**src/hdl/categorical_sampler_table_assert.svh**
```systemverilog
// Assertion macros for the categorical sampler table.
`ifndef CATEGORICAL_SAMPLER_TABLE_ASSERT_SVH
`define CATEGORICAL_SAMPLER_TABLE_ASSERT_SVH

`ifndef SYNTH
`define CST_ASSERT(lbl, prop) \
  lbl: assert property (@(posedge clk_i) disable iff (!rst_ni) prop) \
    else $error("cst assertion failed");
`define CST_ASSERT_NORST(lbl, prop) \
  lbl: assert property (@(posedge clk_i) prop) \
    else $error("cst assertion failed");
`else
`define CST_ASSERT(lbl, prop)
`define CST_ASSERT_NORST(lbl, prop)
`endif

`endif

```
**src/hdl/cst_pkg.sv**
```systemverilog
// Shared constants, codes and control types of the categorical sampler table.
package cst_pkg;

  localparam int IN_BITS     = 4;
  localparam int OUT_BITS    = 4;
  localparam int WEIGHT_BITS = 8;
  localparam int RANDOM_BITS = 16;

  localparam int NROWS  = 1 << IN_BITS;
  localparam int NCOLS  = 1 << OUT_BITS;
  localparam int ADDR_W = IN_BITS + OUT_BITS;
  localparam int NENT   = 1 << ADDR_W;
  localparam int SUM_W  = WEIGHT_BITS + OUT_BITS;
  localparam int PROD_W = SUM_W + RANDOM_BITS;

  localparam logic OP_WRITE  = 1'b0;
  localparam logic OP_SAMPLE = 1'b1;

  typedef enum logic [1:0] {
    RD_WCOL,
    RD_FIRST,
    RD_NEXT
  } rd_sel_e;

  typedef struct packed {
    logic    load;
    rd_sel_e rd_sel;
    logic    wr_en;
    logic    mul_en;
    logic    step;
    logic    out_load;
  } cmd_t;

  typedef struct packed {
    logic in_op;
    logic hit;
    logic last;
    logic out_free;
  } sts_t;

endpackage

```
**src/hdl/categorical_sampler_table.sv**
```systemverilog
// Top level of the categorical sampler table.
// Inverse-CDF sampler over a table of 16 rows by 16 columns of 8-bit weights,
// with a running 12-bit sum per row; all weights read as zero after reset.
// A write word (op 0) stores one weight: it accepts the word, reads the old
// weight from the store, then writes the new one and adjusts the row sum.
// A sample word (op 1) accepts the word, does the fraction-times-sum multiply,
// then reads the store once per column walked (up to 16), then hands the
// column to the output register once that register is free. The column walk
// through the store, one column per cycle, sets the sample time. A new word is
// taken only when the previous one has finished; a pending result in the
// output register does not hold back writes.
module categorical_sampler_table (
  input  logic                            clk_i,
  input  logic                            rst_ni,
  input  logic                            in_valid_i,
  output logic                            in_ready_o,
  input  logic                            op_i,
  input  logic [cst_pkg::IN_BITS-1:0]     row_index_i,
  input  logic [cst_pkg::OUT_BITS-1:0]    column_index_i,
  input  logic [cst_pkg::WEIGHT_BITS-1:0] weight_i,
  input  logic [cst_pkg::RANDOM_BITS-1:0] random_fraction_i,
  output logic                            out_valid_o,
  input  logic                            out_ready_i,
  output logic [cst_pkg::OUT_BITS-1:0]    out_column_o
);

  cst_pkg::cmd_t cmd;
  cst_pkg::sts_t sts;

  cst_ctrl u_ctrl (
    .clk_i      (clk_i),
    .rst_ni     (rst_ni),
    .in_valid_i (in_valid_i),
    .in_ready_o (in_ready_o),
    .sts_i      (sts),
    .cmd_o      (cmd)
  );

  cst_dp u_dp (
    .clk_i             (clk_i),
    .rst_ni            (rst_ni),
    .op_i              (op_i),
    .row_index_i       (row_index_i),
    .column_index_i    (column_index_i),
    .weight_i          (weight_i),
    .random_fraction_i (random_fraction_i),
    .cmd_i             (cmd),
    .sts_o             (sts),
    .out_valid_o       (out_valid_o),
    .out_ready_i       (out_ready_i),
    .out_column_o      (out_column_o)
  );

endmodule

```
**src/hdl/cst_ctrl.sv**
```systemverilog
// Sequencer for weight writes and column walks of the sampler.
`include "categorical_sampler_table_assert.svh"

module cst_ctrl (
  input  logic          clk_i,
  input  logic          rst_ni,
  input  logic          in_valid_i,
  output logic          in_ready_o,
  input  cst_pkg::sts_t sts_i,
  output cst_pkg::cmd_t cmd_o
);

  localparam logic [2:0] ST_IDLE   = 3'd0;
  localparam logic [2:0] ST_WR_RD  = 3'd1;
  localparam logic [2:0] ST_WR_UPD = 3'd2;
  localparam logic [2:0] ST_MUL    = 3'd3;
  localparam logic [2:0] ST_WALK   = 3'd4;
  localparam logic [2:0] ST_DONE   = 3'd5;

  logic [2:0] state_q, state_d;

  always_ff @(posedge clk_i or negedge rst_ni) begin
    if (!rst_ni) begin
      state_q <= ST_IDLE;
    end else begin
      state_q <= state_d;
    end
  end

  always_comb begin
    state_d         = state_q;
    in_ready_o      = 1'b0;
    cmd_o.load      = 1'b0;
    cmd_o.rd_sel    = cst_pkg::RD_WCOL;
    cmd_o.wr_en     = 1'b0;
    cmd_o.mul_en    = 1'b0;
    cmd_o.step      = 1'b0;
    cmd_o.out_load  = 1'b0;
    case (state_q)
      ST_IDLE: begin
        in_ready_o = 1'b1;
        cmd_o.load = in_valid_i;
        if (in_valid_i) begin
          state_d = (sts_i.in_op == cst_pkg::OP_WRITE) ? ST_WR_RD : ST_MUL;
        end
      end
      ST_WR_RD: begin
        cmd_o.rd_sel = cst_pkg::RD_WCOL;
        state_d      = ST_WR_UPD;
      end
      ST_WR_UPD: begin
        cmd_o.wr_en = 1'b1;
        state_d     = ST_IDLE;
      end
      ST_MUL: begin
        cmd_o.rd_sel = cst_pkg::RD_FIRST;
        cmd_o.mul_en = 1'b1;
        state_d      = ST_WALK;
      end
      ST_WALK: begin
        cmd_o.rd_sel = cst_pkg::RD_NEXT;
        cmd_o.step   = 1'b1;
        if (sts_i.hit || sts_i.last) begin
          state_d = ST_DONE;
        end
      end
      ST_DONE: begin
        if (sts_i.out_free) begin
          cmd_o.out_load = 1'b1;
          state_d        = ST_IDLE;
        end
      end
      default: begin
        state_d = ST_IDLE;
      end
    endcase
  end

  `CST_ASSERT(a_accept_leaves_idle, (in_valid_i && in_ready_o) |=> (state_q != ST_IDLE))
  `CST_ASSERT(a_out_load_free, cmd_o.out_load |-> sts_i.out_free)
  `CST_ASSERT(a_last_col_ends_walk, (state_q == ST_WALK && sts_i.last) |=> (state_q == ST_DONE))
  `CST_ASSERT(a_write_is_short, (state_q == ST_WR_RD) |=> (state_q == ST_WR_UPD) ##1 (state_q == ST_IDLE))

endmodule

```
**src/hdl/cst_dp.sv**
```systemverilog
// Weight store, row sums, threshold multiply, column walk and result register.
`include "categorical_sampler_table_assert.svh"

module cst_dp (
  input  logic                               clk_i,
  input  logic                               rst_ni,
  input  logic                               op_i,
  input  logic [cst_pkg::IN_BITS-1:0]        row_index_i,
  input  logic [cst_pkg::OUT_BITS-1:0]       column_index_i,
  input  logic [cst_pkg::WEIGHT_BITS-1:0]    weight_i,
  input  logic [cst_pkg::RANDOM_BITS-1:0]    random_fraction_i,
  input  cst_pkg::cmd_t                      cmd_i,
  output cst_pkg::sts_t                      sts_o,
  output logic                               out_valid_o,
  input  logic                               out_ready_i,
  output logic [cst_pkg::OUT_BITS-1:0]       out_column_o
);

  // captured word
  logic [cst_pkg::IN_BITS-1:0]     row_q;
  logic [cst_pkg::OUT_BITS-1:0]    wcol_q;
  logic [cst_pkg::WEIGHT_BITS-1:0] w_q;
  logic [cst_pkg::RANDOM_BITS-1:0] frac_q;

  logic [cst_pkg::WEIGHT_BITS-1:0] mem_q [cst_pkg::NENT];
  logic [cst_pkg::NENT-1:0]        vld_q;
  logic [cst_pkg::SUM_W-1:0]       total_q [cst_pkg::NROWS];

  logic [cst_pkg::ADDR_W-1:0]      rd_addr;
  logic [cst_pkg::ADDR_W-1:0]      wr_addr;
  logic [cst_pkg::WEIGHT_BITS-1:0] rdata_q;
  logic                            rvld_q;
  logic [cst_pkg::WEIGHT_BITS-1:0] w_rd;

  logic [cst_pkg::SUM_W-1:0]       sum_row;
  logic [cst_pkg::SUM_W-1:0]       sum_eff;
  logic                            uniform_q;
  logic [cst_pkg::PROD_W-1:0]      prod_q;
  logic [cst_pkg::SUM_W-1:0]       cum_q;
  logic [cst_pkg::SUM_W-1:0]       cum_next;
  logic [cst_pkg::SUM_W-1:0]       w_eff;
  logic [cst_pkg::OUT_BITS-1:0]    col_q;
  logic                            hit;
  logic                            last;

  logic                            out_valid_q;
  logic [cst_pkg::OUT_BITS-1:0]    out_col_q;

  always_ff @(posedge clk_i) begin
    if (cmd_i.load) begin
      row_q  <= row_index_i;
      wcol_q <= column_index_i;
      w_q    <= weight_i;
      frac_q <= random_fraction_i;
    end
  end

  always_comb begin
    case (cmd_i.rd_sel)
      cst_pkg::RD_WCOL:  rd_addr = {row_q, wcol_q};
      cst_pkg::RD_FIRST: rd_addr = {row_q, {cst_pkg::OUT_BITS{1'b0}}};
      cst_pkg::RD_NEXT:  rd_addr = {row_q, col_q + cst_pkg::OUT_BITS'(1)};
      default:           rd_addr = {row_q, wcol_q};
    endcase
  end

  assign wr_addr = {row_q, wcol_q};

  always_ff @(posedge clk_i) begin
    if (cmd_i.wr_en) begin
      mem_q[wr_addr] <= w_q;
    end
    rdata_q <= mem_q[rd_addr];
    rvld_q  <= vld_q[rd_addr];
  end

  // entries never written read as zero
  assign w_rd = rvld_q ? rdata_q : '0;

  always_ff @(posedge clk_i or negedge rst_ni) begin
    if (!rst_ni) begin
      vld_q   <= '0;
      total_q <= '{default: '0};
    end else if (cmd_i.wr_en) begin
      vld_q[wr_addr] <= 1'b1;
      total_q[row_q] <= total_q[row_q] - cst_pkg::SUM_W'(w_rd) + cst_pkg::SUM_W'(w_q);
    end
  end

  // an empty row behaves as if every column had weight one
  assign sum_row = total_q[row_q];
  assign sum_eff = (sum_row == '0) ? cst_pkg::SUM_W'(cst_pkg::NCOLS) : sum_row;
  assign w_eff   = uniform_q ? cst_pkg::SUM_W'(1) : cst_pkg::SUM_W'(w_rd);
  assign cum_next = cum_q + w_eff;
  assign hit     = {cum_next, {cst_pkg::RANDOM_BITS{1'b0}}} >= prod_q;
  assign last    = &col_q;

  always_ff @(posedge clk_i) begin
    if (cmd_i.mul_en) begin
      prod_q    <= cst_pkg::PROD_W'(frac_q) * cst_pkg::PROD_W'(sum_eff);
      uniform_q <= (sum_row == '0);
      cum_q     <= '0;
      col_q     <= '0;
    end else if (cmd_i.step && !(hit || last)) begin
      cum_q <= cum_next;
      col_q <= col_q + cst_pkg::OUT_BITS'(1);
    end
  end

  always_ff @(posedge clk_i or negedge rst_ni) begin
    if (!rst_ni) begin
      out_valid_q <= 1'b0;
    end else if (cmd_i.out_load) begin
      out_valid_q <= 1'b1;
    end else if (out_ready_i) begin
      out_valid_q <= 1'b0;
    end
  end

  always_ff @(posedge clk_i) begin
    if (cmd_i.out_load) begin
      out_col_q <= col_q;
    end
  end

  assign out_valid_o    = out_valid_q;
  assign out_column_o   = out_col_q;
  assign sts_o.in_op    = op_i;
  assign sts_o.hit      = hit;
  assign sts_o.last     = last;
  assign sts_o.out_free = !out_valid_q || out_ready_i;

  `CST_ASSERT(a_out_held, (out_valid_o && !out_ready_i) |=> (out_valid_o && $stable(out_column_o)))
  `CST_ASSERT(a_zero_frac_first, (cmd_i.step && col_q == '0 && prod_q == '0) |-> hit)
  `CST_ASSERT(a_write_marks_valid, cmd_i.wr_en |=> vld_q[$past(wr_addr)])

endmodule

```
**config.mk**
```make
export PLATFORM = sky130hd
export DESIGN_NAME = categorical_sampler_table
export DESIGN_NICKNAME = d
export VERILOG_FILES = /design/src/hdl/cst_pkg.sv /design/src/hdl/categorical_sampler_table.sv /design/src/hdl/cst_ctrl.sv /design/src/hdl/cst_dp.sv
export VERILOG_INCLUDE_DIRS = /design/src /design/src/hdl
export SDC_FILE = /design/constraint.sdc
export NUM_CORES = 2
export LEC_CHECK = 0
export ABC_AREA = 0
export BUFFER_PORTS_ARGS = -buffer_cell sky130_fd_sc_hd__buf_2
export CORE_UTILIZATION = 55
export CTS_CLUSTER_DIAMETER = 30
export DETAILED_ROUTE_END_ITERATION = 12
export PLACE_DENSITY = 0.76
export SKIP_CTS_REPAIR_TIMING = 1
export SLEW_MARGIN = 20
export SYNTH_ARGS = -nofsm -noshare
export SYNTH_HDL_FRONTEND = slang
export SYNTH_SLANG_ARGS = --single-unit
export TNS_END_PERCENT = 5
```
**constraint.sdc**
```tcl
create_clock -name clk_i -period 18.2 [get_ports clk_i]
set_input_delay 0.91 -clock clk_i [delete_from_list [all_inputs] [get_ports clk_i]]
set_output_delay 0.91 -clock clk_i [all_outputs]
set_load 0.01 [all_outputs]
```
[Yosys cells after proc, flatten, opt, wreduce, memory -nomap -nowiden]
Memory sizes are Yosys's and may differ from the RTL's. A register that Yosys moved wholly into a read port is not among the register bits.
Index checks and enable logic that the tools add are counted.
W data, S select, Z words.
Operators by class
  add/sub/neg operators: 4
  multiply operators: 1
  order comparisons: 6
  equal/unequal tests: 10
  muxes and demuxes: 31
  bitwise logic cells: 2
  reductions and logical operators: 12
Operator list (number)
  $or A256 B256 Y256: 1
  $bwmux W192: 1
  $bmux W12 S4: 1
  $demux W12 S4: 1
  $mux W12: 4
  $ge A28 B28 Y1: 1
  $mul A16 B12 Y28: 1
  $lt A8 B9 Y1 const B: 2
  $mux W8: 2
  $pmux W3 S5: 1
  $mux W1: 13
  $add A12 B12 Y12: 1
  $add A12 B8 Y12: 1
  $logic_not A12 Y1: 1
  $sub A12 B8 Y12: 1
  $mux W3: 3
  $bmux W1 S8: 1
  $demux W1 S8: 1
  $ge A8 B1 Y1 const B: 1
  $pmux W4 S2: 1
  $eq A3 B2 Y1 const B: 2
  $eq A3 B3 Y1 const B: 2
  $ge A5 B5 Y1 const B: 1
  $lt A5 B1 Y1 const B: 1
  other kinds (16): 21
Storage, ports and cells
  register bits after elaboration: 534
  RAM bits: 2048
  memories: 1
Memories
  u_dp.mem_q: words 256, bits a word 8, rd ports 1, clocked after memory_dff 1, write ports 1, line cst_dp.sv:25  | logic [cst_pkg::WEIGHT_BITS-1:0] mem_q [cst_pkg::NENT];

[Logic depth before layout (Yosys ltp)]
  depth in word-level cells: 7
  depth in mapped cells: 35
  gate-level depth less buffers: 29

[Modules after synthesis]
A second synthesis with hierarchy kept.
Second synthesis, totals
  cell total of the unflattened synthesis: 7478
  area total of the unflattened synthesis: 109825.3 µm²
Modules (own cells, without submodules)
  cst_dp: instances 1, cells each 7455, area an instance 109602.6 µm², sequential area each 75187.1 µm²
  cst_ctrl: instances 1, cells each 23, area an instance 222.7 µm², sequential area each 75.1 µm²

[Worst setup path after synthesis]
No wires, ideal clock.
  kind: register to register
  start point: reg u_dp.row_q[0] (netlist bit)
  end point: reg u_dp.prod_q[25] (netlist bit), data pin
  arrival: 8471 ps
  path slack: 9472 ps
  cell stages (with the launch flop): 33
  clock period less this slack: 8728 ps
  path through: edfxtp_1 -> buf_2 -> buf_2 -> clkbuf_1 -> buf_2 -> mux4_2 -> mux4_2 -> clkbuf_1 -> inv_1 -> ha_1 -> nand4_1 -> or4_4 -> nand2_1 -> buf_4 -> nand2_1 -> fa_1 -> fa_1 -> fa_1 -> inv_1 -> fa_1 -> inv_1 -> fa_1 -> inv_1 -> ha_1 -> a21oi_1 -> o21ai_0 -> nor3_1 -> a211oi_1 -> o31a_1 -> or4_1 -> o2111ai_1 -> nor2b_1 -> xnor2_1
Between the ends
  word-level cells in the longest chain between the ends: 7
Ends and longest elaborated chain
  start: declaration: line cst_dp.sv:20  | logic [cst_pkg::IN_BITS-1:0] row_q;
  start signal: assignment: line cst_dp.sv:51  | row_q <= row_index_i;
  $not A4 Y5 (not written as such) (*): line cst_dp.sv:91  | assign sum_row = total_q[row_q];
  $bmux W12 S4 (*): line cst_dp.sv:91
  $mux W12 (not written as such) (*) (2 in series): line cst_dp.sv:91
  $logic_not A12 Y1: line cst_dp.sv:92  | assign sum_eff = (sum_row == '0) ? cst_pkg::SUM_W'(cst_pkg::NCOLS) : sum_row;
  $mux W12 (*): line cst_dp.sv:92
  $mul A16 B12 Y28 (*): line cst_dp.sv:100  | prod_q <= cst_pkg::PROD_W'(frac_q) * cst_pkg::PROD_W'(sum_eff);
  end signal: assignment: line cst_dp.sv:100
  end: declaration: line cst_dp.sv:38  | logic [cst_pkg::PROD_W-1:0] prod_q;
Mark *: on every way between the ends. The rest lies on a longest branch, timed or not. The select of a mux whose other input is x is not followed.
A chain may end at the register's enable or synchronous reset.

[Final worst setup path]
Ends and elaborated chain as after synthesis.

==> impl_metrics.ini <==
[clock_tree]
cts_root_buffer = clkbuf_16
clk_latency_ns = 0.98
clock_path_buffers = 4
cts_max_level = 5
cts_sinks = 2590
numCtsBuffers = 452
cts_tree = built
path_clk_slew_ns = 0.05

[critical_path]
cpPeakStageDelay_ns = 0.72
path_delay_family = adder cells
worstPathMaxFanout = 35
slowest_stage = mux4_2
critPathRequiredTime_ns = 18.90
path_class = register to register
cp_common_cell = fa_1
crit_buf_inv = 5
cp-start-kind = register
cp-end-kind = register
cp.arrival_ns = 10.60

[power]
p_int_uw = 16000
swShare = 0.378
power_density_nw_per_um2 = 200
irDropWorstVdd_v = 0.000388
power_switching_uw = 9710
clkPwrFrac = 0.331
combPwrFrac = 0.378
p_leak_uw = 0.0490
seq_power_share = 0.290

[synth]
yosys.area.top_type_share = 0.575
yosysWarnings = 0
syn_nets = 8881
synth_area_leaders = edfxtp_1 (57%), dfrtp_1 (10%), nand2_1 (7.2%), nand3_1 (3.5%), mux4_2 (3.0%)
syn_inst = 8594
synth_most_common_cell = edfxtp_1
synth_area_um2 = 110000
synthFlopType = edfxtp_1
synth-edff-count = 2113
synth_cell_types = 79
synthArstFlopShare = 0.175
yosysTopAreaCell = edfxtp_1
syn_avg_cell_area_um2 = 12.8
synth.top_cells.by_count = edfxtp_1 (2113), nand2_1 (2107), nand3_1 (781), dfrtp_1 (452), nor2_1 (316)
ys_seq_elements = 2590
synth-seq-area-share = 0.682

[placement]
numPortBuffers = 42
postPlaceCellArea_um2 = 113000
dpl.cell_count = 10883
hpwl_um = 170000
gp_congestion = 0.875

[worst_hold_path]
hold_path.class = input pin to asynchronous set/reset pin

[sta]
slew_headroom = 0.128
fin_crit_sh = 0.544
setup_violations = 0
final.min_clock_period_ns = 9.91
fin_setup_tns_ns = 0
fin_worst_skew_ns = 0.0690
worst_pin_slew_ns = 1.30
slew_violations = 0
rsz0062_at_grt = no
whs_ns = -0.0160
fmax_mhz = 101
hold_violations = 4

[status]
status = finished with violations
violations = negative hold slack

[routing]
drt_iter0_drc = 10548
drc = 0
vias = 74324
wl_um = 307000
viasPerCell = 6.34
firstDrtPassIters = 9
ant_nets = 0
wire_per_inst_um = 26.1

[grt]
grt_pass1_vias = 73950
grt_max_degree = 177
grt_util_all_layers = 0.300
antenna_found_initial = 8
grt_overflow = 0
grt_pass1_wl_um = 459000

[floorplan]
chipHeight_um = 450
ios = 43
rows = 164
die_w_um = 450
core_um2 = 200000
initial_utilization = 0.553
dieArea_um2 = 202000

[job]
drv_cap = 0

[final_layout]
final_cell_area_um2 = 128000
drive_above_1_share = 0.155
layout.nets = 8968
area_growth_pct = 16.4
finalNonFillerCells = 11725
[final timing paths]
check / startpoint / endpoint / slack, ns / depth (start not counted)
max: u_dp.row_q[0] / u_dp.prod_q[25] / 8.29 / 27
min: rst_ni / u_dp.vld_q[118] / -0.02 / 1
max reg2reg: u_dp.row_q[0] / u_dp.prod_q[25] / 8.29 / 27
min reg2reg: u_dp.vld_q[245] / u_dp.vld_q[245] / 0.46 / 1
max in group asynchronous: rst_ni / u_dp.vld_q[13] / 14.01 / 5
min in group clk_i: row_index_i[0] / u_dp.row_q[0] / 0.12 / 1
[final cells by class]
type / instances / area (µm²)
diodes: 10 / 25.0
clock buffers: 551 / 12200
clock inverters: 281 / 3300
fillers: 13498 / 71200
inverters: 238 / 893
multi-input cells: 5226 / 32100
flip-flops and latches: 2590 / 75300
well taps: 2656 / 3320
repair buffers: 173 / 1360
[cells by family (layout without fill, tap and decap cells)]
family / count (synthesis) / after routing / synth area share
muxes: 287 / 287 / 0.0434
and+or+nand+nor: 3891 / 3891 / 0.157
DFF: 2590 / 2590 / 0.682
buffers and inverters: 778 / 1243 / 0.0290
xor gates and xnor gates: 42 / 42 / 0.00333
other: 0 / 10 / 0
AOI/OAI and AO/OA: 756 / 756 / 0.0468
adders and majority gates: 250 / 250 / 0.0385
[power by group through the flow]
| stage | logic [µW] | clock network (µW) | registers (µW) |
|---|---|---|---|
| detailed placement | 9410 | 0 | 7540 |
| global placement | 9200 | 0 | 7520 |
| finish | 9710 | 8510 | 7460 |
| global route | 10600 | 8790 | 7480 |
| CTS | 9550 | 8520 | 7450 |
| floorplan | 6520 | 0 | 7640 |
[cell usage in the layout, fill, tap and decap left out, types with 21 or more instances in the layout]
master / count
buf_2: 41
nor2_1: 310
clkinv_2: 59
a32oi_1: 42
nor2b_1: 21
o2111ai_1: 78
a311o_1: 32
clkbuf_8: 31
mux2_2: 33
edfxtp_1: 2113
clkbuf_16: 460
or2_2: 258
a31oi_1: 111
bufinv_16: 56
ha_1: 101
clkinvlp_4: 54
o21ai_0: 204
a21oi_1: 97
clkbuf_1: 60
and2_1: 54
and3_1: 188
xnor2_1: 25
nand4_1: 103
mux4_2: 149
clkinv_4: 30
buf_4: 118
dfxtp_1: 25
dfrtp_1: 452
clkinv_1: 28
nand2_1: 2098
inv_6: 41
nand3_1: 775
inv_1: 237
a21o_1: 22
fa_1: 149
mux2i_1: 98
o31ai_1: 21
[metrics by stage]
step | utilization | total power (µW) | setup slack [ns]
after floorplan | - | 14200 | 9.47
after global placement | 0.565 | 16700 | 8.51
after detailed placement | 0.566 | 17000 | 8.39
after CTS | 0.643 | 25500 | 8.29
after global routing | 0.643 | 26900 | 7.65
final | 0.643 | 25700 | 8.29
[state kept, by name, summed over array words and instances, names as in the netlist, 8 cells and up]
name	flops
u_dp.rdata_q	8
u_dp.vld_q	256
u_dp.w_q	8
u_dp.frac_q	16
u_dp.cum_q	12
u_dp.total_q	192
u_dp.prod_q	28
u_dp.mem_q	2048
[routing by layer]
layer | up-vias | GRT usage | wire length, µm
met4 | 6 | 0.157 | 15900
li1 | 31208 | - | -
met1 | 37030 | 0.400 | 113000
met3 | 980 | 0.0675 | 34400
met5 | - | 0 | 206
met2 | 5100 | 0.462 | 143000
[worst reg2reg max path: stages (launching register included)]
cell and delay, ns:
edfxtp_1 0.31, buf_4 0.46, buf_4 0.65, mux4_2 0.65
mux4_2 0.72, nor4_1 0.31, nand4_1 0.12, or4_4 0.71
nand2_1 0.57, nand2_1 0.17, fa_1 0.55, fa_1 0.45
fa_1 0.55, inv_1 0.05, fa_1 0.47, inv_1 0.05
fa_1 0.49, inv_1 0.04, ha_1 0.35, a21oi_1 0.22
o21ai_0 0.15, nor3_1 0.27, a211oi_1 0.18, o31a_1 0.27
or4_1 0.47, o2111ai_1 0.14, nor2b_1 0.21, xnor2_1 0.08
Note: power is estimated with default switching activity, not from simulation.
